`src/rtl/core/rida_pkg.sv`:
```
// Package for the ring identifier arithmetic unit: command codes, field widths, result type.
package rida_pkg;

    localparam int unsigned HALF_W  = 64;
    localparam int unsigned ID_W    = 2 * HALF_W;
    localparam int unsigned TOP_W   = 7;
    localparam int unsigned ORDER_W = 2;

    localparam int unsigned S_DATA_W = 6 * HALF_W;  // 384 bits, already whole bytes
    localparam int unsigned M_DATA_W = 144;         // 138 used bits, padded to bytes
    localparam int unsigned M_USED_W = 2 * HALF_W + 1 + ORDER_W + TOP_W;

    typedef enum logic [2:0] {
        CMD_ADD  = 3'd0,
        CMD_SUB  = 3'd1,
        CMD_MID  = 3'd2,
        CMD_DIST = 3'd3,
        CMD_ARC  = 3'd4,
        CMD_CMP  = 3'd5,
        CMD_LOG2 = 3'd6
    } cmd_t;

    localparam logic [ORDER_W-1:0] ORDER_LESS    = 2'd0;
    localparam logic [ORDER_W-1:0] ORDER_EQUAL   = 2'd1;
    localparam logic [ORDER_W-1:0] ORDER_GREATER = 2'd2;

    typedef struct packed {
        logic [HALF_W-1:0]  res_hi;
        logic [HALF_W-1:0]  res_lo;
        logic               in_arc;
        logic [ORDER_W-1:0] order;
        logic [TOP_W-1:0]   top_bit;
    } result_t;

endpackage

```
`src/rtl/core/ring_id_arithmetic_unit.sv`:
```
// Top level of the ring identifier arithmetic unit: two-stage stream pipeline.
//
// Usage: 128-bit identifiers on a ring modulo 2^128 enter on the slave stream
// (s_tvalid/s_tready/s_tdata/s_tuser). s_tuser carries the command: add,
// subtract, ring midpoint, ring distance, half-open arc test, three-way
// compare or highest set bit. Every accepted word gives exactly one result
// word on the master stream (m_tvalid/m_tready/m_tdata). Fields that do not
// belong to the command read as zero; command code 7 gives an all-zero word.
// Path: an accepted word passes the input register, then the result
// register, before it is offered on m_tvalid. Throughput: one word per
// cycle while m_tready is high; the single combinational pass of
// 128-bit adders, comparators and the priority encoder lies between
// the two registers.
// Stall: when m_tready is low the result register holds its word and the
// input register fills; s_tready drops only when both stages are full, and
// a new word is taken in the same cycle a result leaves.
// Reset: rst_n clears both stage valid flags asynchronously; no word is
// offered until one has been accepted after reset.
module ring_id_arithmetic_unit
    import rida_pkg::*;
(
    input  logic                clk,
    input  logic                rst_n,
    input  logic                s_tvalid,
    output logic                s_tready,
    // s_tdata from bit 0 up: a_hi[63:0], a_lo[127:64], b_hi[191:128],
    // b_lo[255:192], x_hi[319:256], x_lo[383:320]
    input  logic [S_DATA_W-1:0] s_tdata,
    // s_tuser: cmd[2:0]
    input  logic [2:0]          s_tuser,
    output logic                m_tvalid,
    input  logic                m_tready,
    // m_tdata from bit 0 up: res_hi[63:0], res_lo[127:64], in_arc[128],
    // order[130:129], top_bit[137:131], zero pad[143:138]
    output logic [M_DATA_W-1:0] m_tdata
);

    // Stage 1: input register
    logic                in_valid_reg;
    logic [2:0]          cmd_reg;
    logic [ID_W-1:0]     a_reg;
    logic [ID_W-1:0]     b_reg;
    logic [ID_W-1:0]     x_reg;

    // Stage 2: result register
    logic                out_valid_reg;
    result_t             out_reg;
    result_t             out_next;

    logic                out_load;
    logic                in_load;

    // Advance the result stage when it is empty or its word is taken.
    assign out_load = !out_valid_reg || m_tready;
    // Take a new word when the input stage is empty or moves on.
    assign in_load  = !in_valid_reg || out_load;
    assign s_tready = in_load;

    always_ff @(posedge clk or negedge rst_n)
    begin
        if (!rst_n)
        begin
            in_valid_reg  <= 1'b0;
            out_valid_reg <= 1'b0;
        end
        else
        begin
            if (in_load)
            begin
                in_valid_reg <= s_tvalid;
            end
            if (out_load)
            begin
                out_valid_reg <= in_valid_reg;
            end
        end
    end

    always_ff @(posedge clk)
    begin
        if (in_load && s_tvalid)
        begin
            cmd_reg <= s_tuser;
            a_reg   <= {s_tdata[63:0],    s_tdata[127:64]};
            b_reg   <= {s_tdata[191:128], s_tdata[255:192]};
            x_reg   <= {s_tdata[319:256], s_tdata[383:320]};
        end
        if (out_load && in_valid_reg)
        begin
            out_reg <= out_next;
        end
    end

    // Single combinational pass over the registered operands.
    logic [ID_W-1:0]  sum_ab;
    logic [ID_W-1:0]  diff_ab;
    logic [ID_W-1:0]  mid_ab;
    logic [ID_W-1:0]  diff_xa;
    logic [ID_W-1:0]  diff_ax;
    logic [ID_W-1:0]  dist_sel;
    logic [ID_W-1:0]  dist_xa;
    logic             b_lt_a;
    logic             a_lt_b;
    logic             x_lt_a;
    logic             x_lt_b;
    logic             arc_hit;
    logic [TOP_W-1:0] top_idx;

    always_comb
    begin
        sum_ab  = a_reg + b_reg;
        diff_ab = a_reg - b_reg;
        diff_xa = x_reg - a_reg;
        diff_ax = a_reg - x_reg;
        b_lt_a  = b_reg < a_reg;
        a_lt_b  = a_reg < b_reg;
        x_lt_a  = x_reg < a_reg;
        x_lt_b  = x_reg < b_reg;

        // Halves summed with the shared low bit as carry-in; the half-turn
        // for a wrapped pair is a flip of the top bit.
        mid_ab = {1'b0, a_reg[ID_W-1:1]} + {1'b0, b_reg[ID_W-1:1]}
                 + {{(ID_W-1){1'b0}}, a_reg[0] & b_reg[0]};
        mid_ab[ID_W-1] = mid_ab[ID_W-1] ^ b_lt_a;

        // Longer way round is the negated difference, which is the other one.
        dist_sel = x_lt_a ? diff_ax : diff_xa;
        dist_xa  = dist_sel[ID_W-1] ? (x_lt_a ? diff_xa : diff_ax) : dist_sel;

        if (a_lt_b)
        begin
            arc_hit = !x_lt_a && x_lt_b;
        end
        else if (b_lt_a)
        begin
            arc_hit = !x_lt_a || x_lt_b;
        end
        else
        begin
            arc_hit = 1'b0;  // empty arc
        end

        // Priority encoder: highest set bit wins, zero subject reads as 0.
        top_idx = '0;
        for (int i = 0; i < ID_W; i++)
        begin
            if (x_reg[i])
            begin
                top_idx = TOP_W'(i);
            end
        end

        out_next = '0;
        unique case (cmd_reg)
            CMD_ADD:  {out_next.res_hi, out_next.res_lo} = sum_ab;
            CMD_SUB:  {out_next.res_hi, out_next.res_lo} = diff_ab;
            CMD_MID:  {out_next.res_hi, out_next.res_lo} = mid_ab;
            CMD_DIST: {out_next.res_hi, out_next.res_lo} = dist_xa;
            CMD_ARC:  out_next.in_arc = arc_hit;
            CMD_CMP:  out_next.order = a_lt_b ? ORDER_LESS :
                                       (b_lt_a ? ORDER_GREATER : ORDER_EQUAL);
            CMD_LOG2: out_next.top_bit = top_idx;
            default:  out_next = '0;
        endcase
    end

    assign m_tvalid = out_valid_reg;
    assign m_tdata  = {{(M_DATA_W-M_USED_W){1'b0}}, out_reg.top_bit, out_reg.order,
                       out_reg.in_arc, out_reg.res_lo, out_reg.res_hi};

    // A word accepted on the input lands in the input stage.
    a_in_lands: assert property (@(posedge clk) disable iff (!rst_n)
        s_tvalid && s_tready |=> in_valid_reg)
        else $error("accepted word did not reach the input stage");

    // A full input stage moves into a free result stage.
    a_stage_moves: assert property (@(posedge clk) disable iff (!rst_n)
        in_valid_reg && out_load |=> out_valid_reg)
        else $error("input stage word lost on the way to the result stage");

    // A blocked input stage holds its operands.
    a_in_holds: assert property (@(posedge clk) disable iff (!rst_n)
        in_valid_reg && !out_load |=> in_valid_reg && $stable(a_reg) && $stable(cmd_reg))
        else $error("input stage changed while blocked");

    // The compare code never takes the unused value.
    a_order_range: assert property (@(posedge clk) disable iff (!rst_n)
        m_tvalid |-> out_reg.order != 2'd3)
        else $error("compare result out of range");

    // When in_arc or order is nonzero, res_hi, res_lo and top_bit are zero.
    a_one_kind: assert property (@(posedge clk) disable iff (!rst_n)
        m_tvalid && (out_reg.in_arc || out_reg.order != '0)
        |-> out_reg.res_hi == '0 && out_reg.res_lo == '0 && out_reg.top_bit == '0)
        else $error("mixed result kinds in one word");

endmodule
```
`config.mk`:
```
export PLATFORM = sky130hd
export DESIGN_NAME = ring_id_arithmetic_unit
export DESIGN_NICKNAME = d
export VERILOG_FILES = /design/src/rtl/core/rida_pkg.sv /design/src/rtl/core/ring_id_arithmetic_unit.sv
export SDC_FILE = /design/constraint.sdc
export NUM_CORES = 2
export LEC_CHECK = 0
export BUFFER_PORTS_ARGS = -buffer_cell sky130_fd_sc_hd__buf_2
export CAP_MARGIN = 5
export CORE_ASPECT_RATIO = 0.6
export CORE_MARGIN = 8
export CORE_UTILIZATION = 35
export CTS_BUF_LIST = sky130_fd_sc_hd__clkbuf_8
export CTS_CLUSTER_SIZE = 8
export DETAILED_ROUTE_END_ITERATION = 16
export GPL_TIMING_DRIVEN = 0
export PLACE_DENSITY = 0.51
export SLEW_MARGIN = 20
export SYNTH_ARGS = -nofsm -noshare
export SYNTH_HDL_FRONTEND = slang
export SYNTH_SLANG_ARGS = --single-unit
```
`constraint.sdc`:
```
create_clock -name clk -period 11.8 [get_ports clk]
set_input_delay 1.18 -clock clk [delete_from_list [all_inputs] [get_ports clk]]
set_output_delay 1.18 -clock clk [all_outputs]
set_load 0.1 [all_outputs]
```
* Word level (Yosys, flattened, before mapping)
Index checks and enable logic that the tools add are counted.
Word-level totals: flip-flop bits (word level) 527, latch bits 0, bits in writable memories 0, memory bits (read-only) 0, input port bits 391, output and inout port bits 146, logic and storage cells 175, memories kept 0
Cells by class: add/sub/neg operators 6, multipliers 0, divide/modulo/power cells 0, $lt $le $gt $ge 4, equality and inequality tests 6, shift operators 0, mux-type cells 134, bitwise logic cells 3, reductions and logical operators 11
Operator list (number):
- 7-bit 2-to-1 mux | 126
- 128-bit < comparator | 4
- 128-bit one-hot mux with 4 select lines | 1
- 128-bit 2-to-1 mux | 3
- 128-bit subtractor | 3
- 127-bit by 127-bit adder with 128-bit output | 1
- 128-bit by 1-bit adder with 128-bit output | 1
- 128-bit adder | 1
- 3-bit == test (second input constant) | 3
- 3-bit by 2-bit == test with 1-bit output (second input constant) | 2
- 3-bit by 1-bit == test with 1-bit output (second input constant) | 1
- 1-bit logical AND | 3
- 1-bit logical NOT | 3
- 3-bit logical NOT | 1
- 1-bit logical OR | 3
- 1-bit 2-to-1 mux | 3
- 2-bit 2-to-1 mux | 1
- 2-bit OR reduction | 1
- 1-bit bitwise AND | 1
- 1-bit NOT | 1
- 1-bit XOR | 1

* Logic depth before layout (Yosys ltp)
word-level depth 127, depth in mapped cells 22, depth with buffers taken out 19

* Least setup slack after synthesis
OpenSTA, ideal clock, no wires.
path type input to register, from input m_tready, to register a_reg[0], enable pin, setup time 0.796 ns, arrival time 10.785 ns, slack 0.219 ns, cell stages on the path 2, path buffers 0, path through nand3b_1 -> and2_1
On the way: word-level cells in the longest chain between the ends 3
RTL lines:
- start: declaration | line ring_id_arithmetic_unit.sv:32 | input logic m_tready,
- 1-bit logical OR | line ring_id_arithmetic_unit.sv:54 | assign out_load = !out_valid_reg || m_tready;
- 1-bit logical OR | line ring_id_arithmetic_unit.sv:56 | assign in_load = !in_valid_reg || out_load;
- 1-bit logical AND | line ring_id_arithmetic_unit.sv:81 | if (in_load && s_tvalid)
- end signal: assignment | line ring_id_arithmetic_unit.sv:84 | a_reg <= {s_tdata[63:0], s_tdata[127:64]};
- end: declaration | line ring_id_arithmetic_unit.sv:41 | logic [ID_W-1:0] a_reg;
Every way passes these cells. A chain may end at the register's enable or synchronous reset.

==> out/results.tsv <==
stage	metric	value	unit
layout	fraction of layout cells with a size suffix above 1	11.8	%
setup_path	crit path launch type	flop	
sta	Slew Limit Fails	0	
synthesis	mean post-synth cell area	8.14	um2
synthesis	Post-Synth Simple-Gate Area	14.8	%
run	MaxCap Viol Count	0	
clock_tree	CTS tree	done	
layout	max reg flops	138	
synthesis	dominant synthesized flop cell	edfxtp_1	
layout	area occupied by multi-input gates	37700	um2
setup_path	Critical Path AT	11.40	ns
setup_path	Crit path largest cell delay	1.00	ns
placement	PortBufs	530	
sta	worst slew pin tran	1.42	ns
setup_path	CP Max Fanout	16	
run_status	outcome	finished clean	
synthesis	fraction of registers with async set/reset	0.380	%
synthesis	#FFs+latches synth	527	
setup_path	Required @ worst endpoint	12.19	ns
routing	Final ANT Viol Nets	0	
routing	DR WL/cell	36.8	um
grt	gr usage total	38.9	%
synthesis	EDFF count, synth	525	
setup_path	crit end category	flop	
grt	gr ovfl total	0	
floorplanning	full die area	176000	um2
routing	routed via count	65300	
routing	Initial DRC Count	11700	
power	leakage	26.6	nW
setup_path	slowest CP cell	a2111oi_2	
placement	placed inst area	63200	um2
setup_path	WS Path Type	reg -> reg	
synthesis	register area share after synthesis	27.8	%
sta	RSZ-0062 raised after global routing	no	
routing	Routed Wire Length	363	mm
synthesis	Post-Synth Adder-Cell Area	14.2	%
layout	most common cell after layout, fill and taps aside	a21oi_1	
setup_path	worst path bufs/invs	7	
routing	Remaining DRCs	0	
floorplanning	IO Pins	537	
synthesis	share of the synthesized area in the top cell type	27.7	%
clock_tree	CTS Buf Count	81	
grt	largest net degree at the start of global routing	58	
clock_tree	cells resized by post-CTS repair	0	
synthesis	main combinational cell family by area after synthesis	compound AO/OA/AOI/OAI gates	
clock_tree	clk sink count	527	
power	power per cell area	130	nW/um2
clock_tree	CTS Root Cell	clkbuf_8	
layout	Layout fillers	16800	
power	Logic pwr share	54.3	%
worst_hold_path	Hold Path Class	in -> async	
clock_tree	Setup Fix Bufs, Post-CTS	0	
sta	setup ws final	0.791	ns
clock_tree	CTS clock-pin slew for the worst setup and hold paths	0.06	ns
power	VDD IR max	78.4	uV
routing	via density per instance	6.62	
power	Pint	4.10	mW
routing	drt pass-1 iters	10	
synthesis	Post-Synth XOR/XNOR Area	4.63	%
power	sequential power share	28.8	%
grt	vias in the first global route	58400	
synthesis	Mapped Cells	6992	
synthesis	area leader, netlist	edfxtp_1	
sta	crit path time final	11.01	ns
power	clock network power share	16.9	%
synthesis	synthesized area	56900	um2
setup_path	Top cell by count, worst path	a21oi_1	
power	switching share of power	51.3	%
grt	antenna violations before repair	42	
placement	pre-CTS WS	1.52	ns
layout	Layout area overhead	13.6	%
floorplanning	Initial Utilization	35.3	%
sta	period utilisation layout	93.3	%
placement	GPL Wtd Cong	1.11	
layout	Storage cell area	15800	um2
floorplanning	row cnt	114	
clock_tree	CTS max path bufs	3	
layout	fin area	64700	um2
clock_tree	CTS Hold Bufs	0	
floorplanning	CORE AREA	161000	um2
layout	Final nets	8683	
floorplanning	Die W	537	um
sta	Final Hold Violating Endpoints	0	
sta	Rel. slew slack	5.56	%
layout	most frequent cells in the layout	a21oi_1, ha_1, inv_1	
synthesis	number of unique standard cell types used by synthesis	97	
sta	Worst Clk Skew	0.0341	ns
grt	first-pass GRT wire length	484	mm
floorplanning	Die Y	328	um
placement	HPWL after DPL	303	mm
clock_tree	Clk Latency, worst-skew pair	0.80	ns
sta	f_max	0.0908	GHz
power	Psw	4.31	mW
sta	TNS Setup	0	ns
sta	setup violators final	0	
setup_path	crit-path leading delay family	compound AO/OA/AOI/OAI gates	
setup_path	CP cell instances	inv_1 -> ha_1 -> clkbuf_1 -> a21oi_1 -> o21ai_1 -> a2111oi_2 -> and4b_1 -> nor4_2 -> o211ai_1 -> clkbuf_8 -> nand3_1 -> a21oi_1 -> mux2i_2 -> mux2_2 -> buf_6 -> buf_6 -> buf_2 -> buf_2 -> a21oi_1 -> xnor2_1 -> o221ai_1	
clock_tree	H-tree levels	3	
synthesis	synth top area cells	edfxtp_1, ha_1, a21oi_1, o21ai_0, inv_1	
synthesis	Synth Area in Compound Gates	31.4	%
synthesis	mux contribution to synthesized area	0.829	%
synthesis	synth warn	0	
-- synthesized netlist by cell type, types with 78 or more instances --
cell	count
nor2_1	531
clkbuf_1	248
xnor2_1	242
nand2b_1	78
ha_1	638
a21o_1	181
o221ai_1	90
a21oi_1	919
edfxtp_1	525
o22ai_1	78
o21ai_0	556
nand3_1	92
nor4_1	92
nand2_1	400
inv_1	598
nand4_1	172
o21bai_1	218
nor3_1	119
o31ai_1	84
-- cells by family (layout without fill, tap and decap cells) --
kind of cell,after synthesis,count (layout)
AO/OA/AOI/OAI,2794,2794
XOR/XNOR,301,301
adder cells (fa/ha/maj),643,643
buffers and inverters,940,1632
flip-flops,527,527
multiplexers,46,46
other,1,41
AND/OR/NAND/NOR,1740,1740
-- final cells by class --
class / instances / area share (%)
Antenna cell: 35 / 0.135
Buffer: 330 / 2.21
Clock buffer: 82 / 1.75
Clock inverter: 41 / 0.370
Inverter: 610 / 3.54
Multi-Input combinational cell: 5530 / 58.4
Sequential cell: 527 / 24.5
Tap cell: 2146 / 4.15
Timing Repair Buffer: 569 / 5.00
-- power groups by stage --
stage	registers (mW)	logic, mW	clock network (mW)
2_1_floorplan	2.87	2.08	0
3_3_place_gp	2.52	4.19	0
3_5_place_dp	2.46	4.25	0
4_1_cts	2.42	4.27	1.48
5_1_grt	2.43	4.62	1.54
6_report	2.42	4.56	1.42
-- per-layer routing --
layer,vias to the layer above,global-route usage [%],wire [um],part of all wire (%)
met1,32100,57.5,163000,45
met4,30,13.0,14400,4.0
met2,5069,46.7,126000,35
met3,628,19.4,59000,16
met5,-,4.63,1280,0.35
li1,27500,-,-,-
-- worst register-to-register path, cell delays in order, from the launching register on --
cell and delay (ns):
edfxtp_1 0.46, inv_1 0.07, ha_1 0.28, clkbuf_1 0.19
a21oi_1 0.33, o21ai_1 0.38, a2111oi_2 1.01, and4b_1 0.89
nor4_2 0.28, o211ai_1 0.53, clkbuf_8 0.32, nand3_1 0.13
a21oi_1 0.81, mux2i_2 0.86, mux2_2 0.31, buf_6 0.35
buf_6 0.52, buf_2 0.86, buf_2 0.81, a21oi_1 0.21
xnor2_1 0.50, o221ai_1 0.50
-- worst paths after layout --
kind,slack [ns],endpoint,startpoint,cells after the start
setup reg to reg,0.79,m_tdata[9],a_reg[23],21
hold reg to reg,0.52,m_tvalid,in_valid_reg,1
min in group clk,0.52,m_tvalid,in_valid_reg,1
setup / recovery,0.79,m_tdata[9],a_reg[23],21
hold / removal,0.16,m_tvalid,rst_n,1
max in group asynchronous,11.55,in_valid_reg,rst_n,1
-- metrics by stage --
| stage | hold slack [ns] | utilization (%) | instances | total power [mW] |
|---|---|---|---|---|
| 2_1_floorplan | 0.449 | - | 6997 | 4.95 |
| 4_1_cts | 0.104 | 40.0 | 9834 | 8.16 |
| 3_5_place_dp | 0.506 | 39.1 | 9711 | 6.70 |
| 3_3_place_gp | 0.459 | 38.6 | 9673 | 6.71 |
| 5_1_grt | 0.128 | 40.0 | 9840 | 8.60 |
| 6_report | 0.160 | 40.1 | 9870 | 8.41 |
Note: power is estimated with default switching activity, not from simulation.
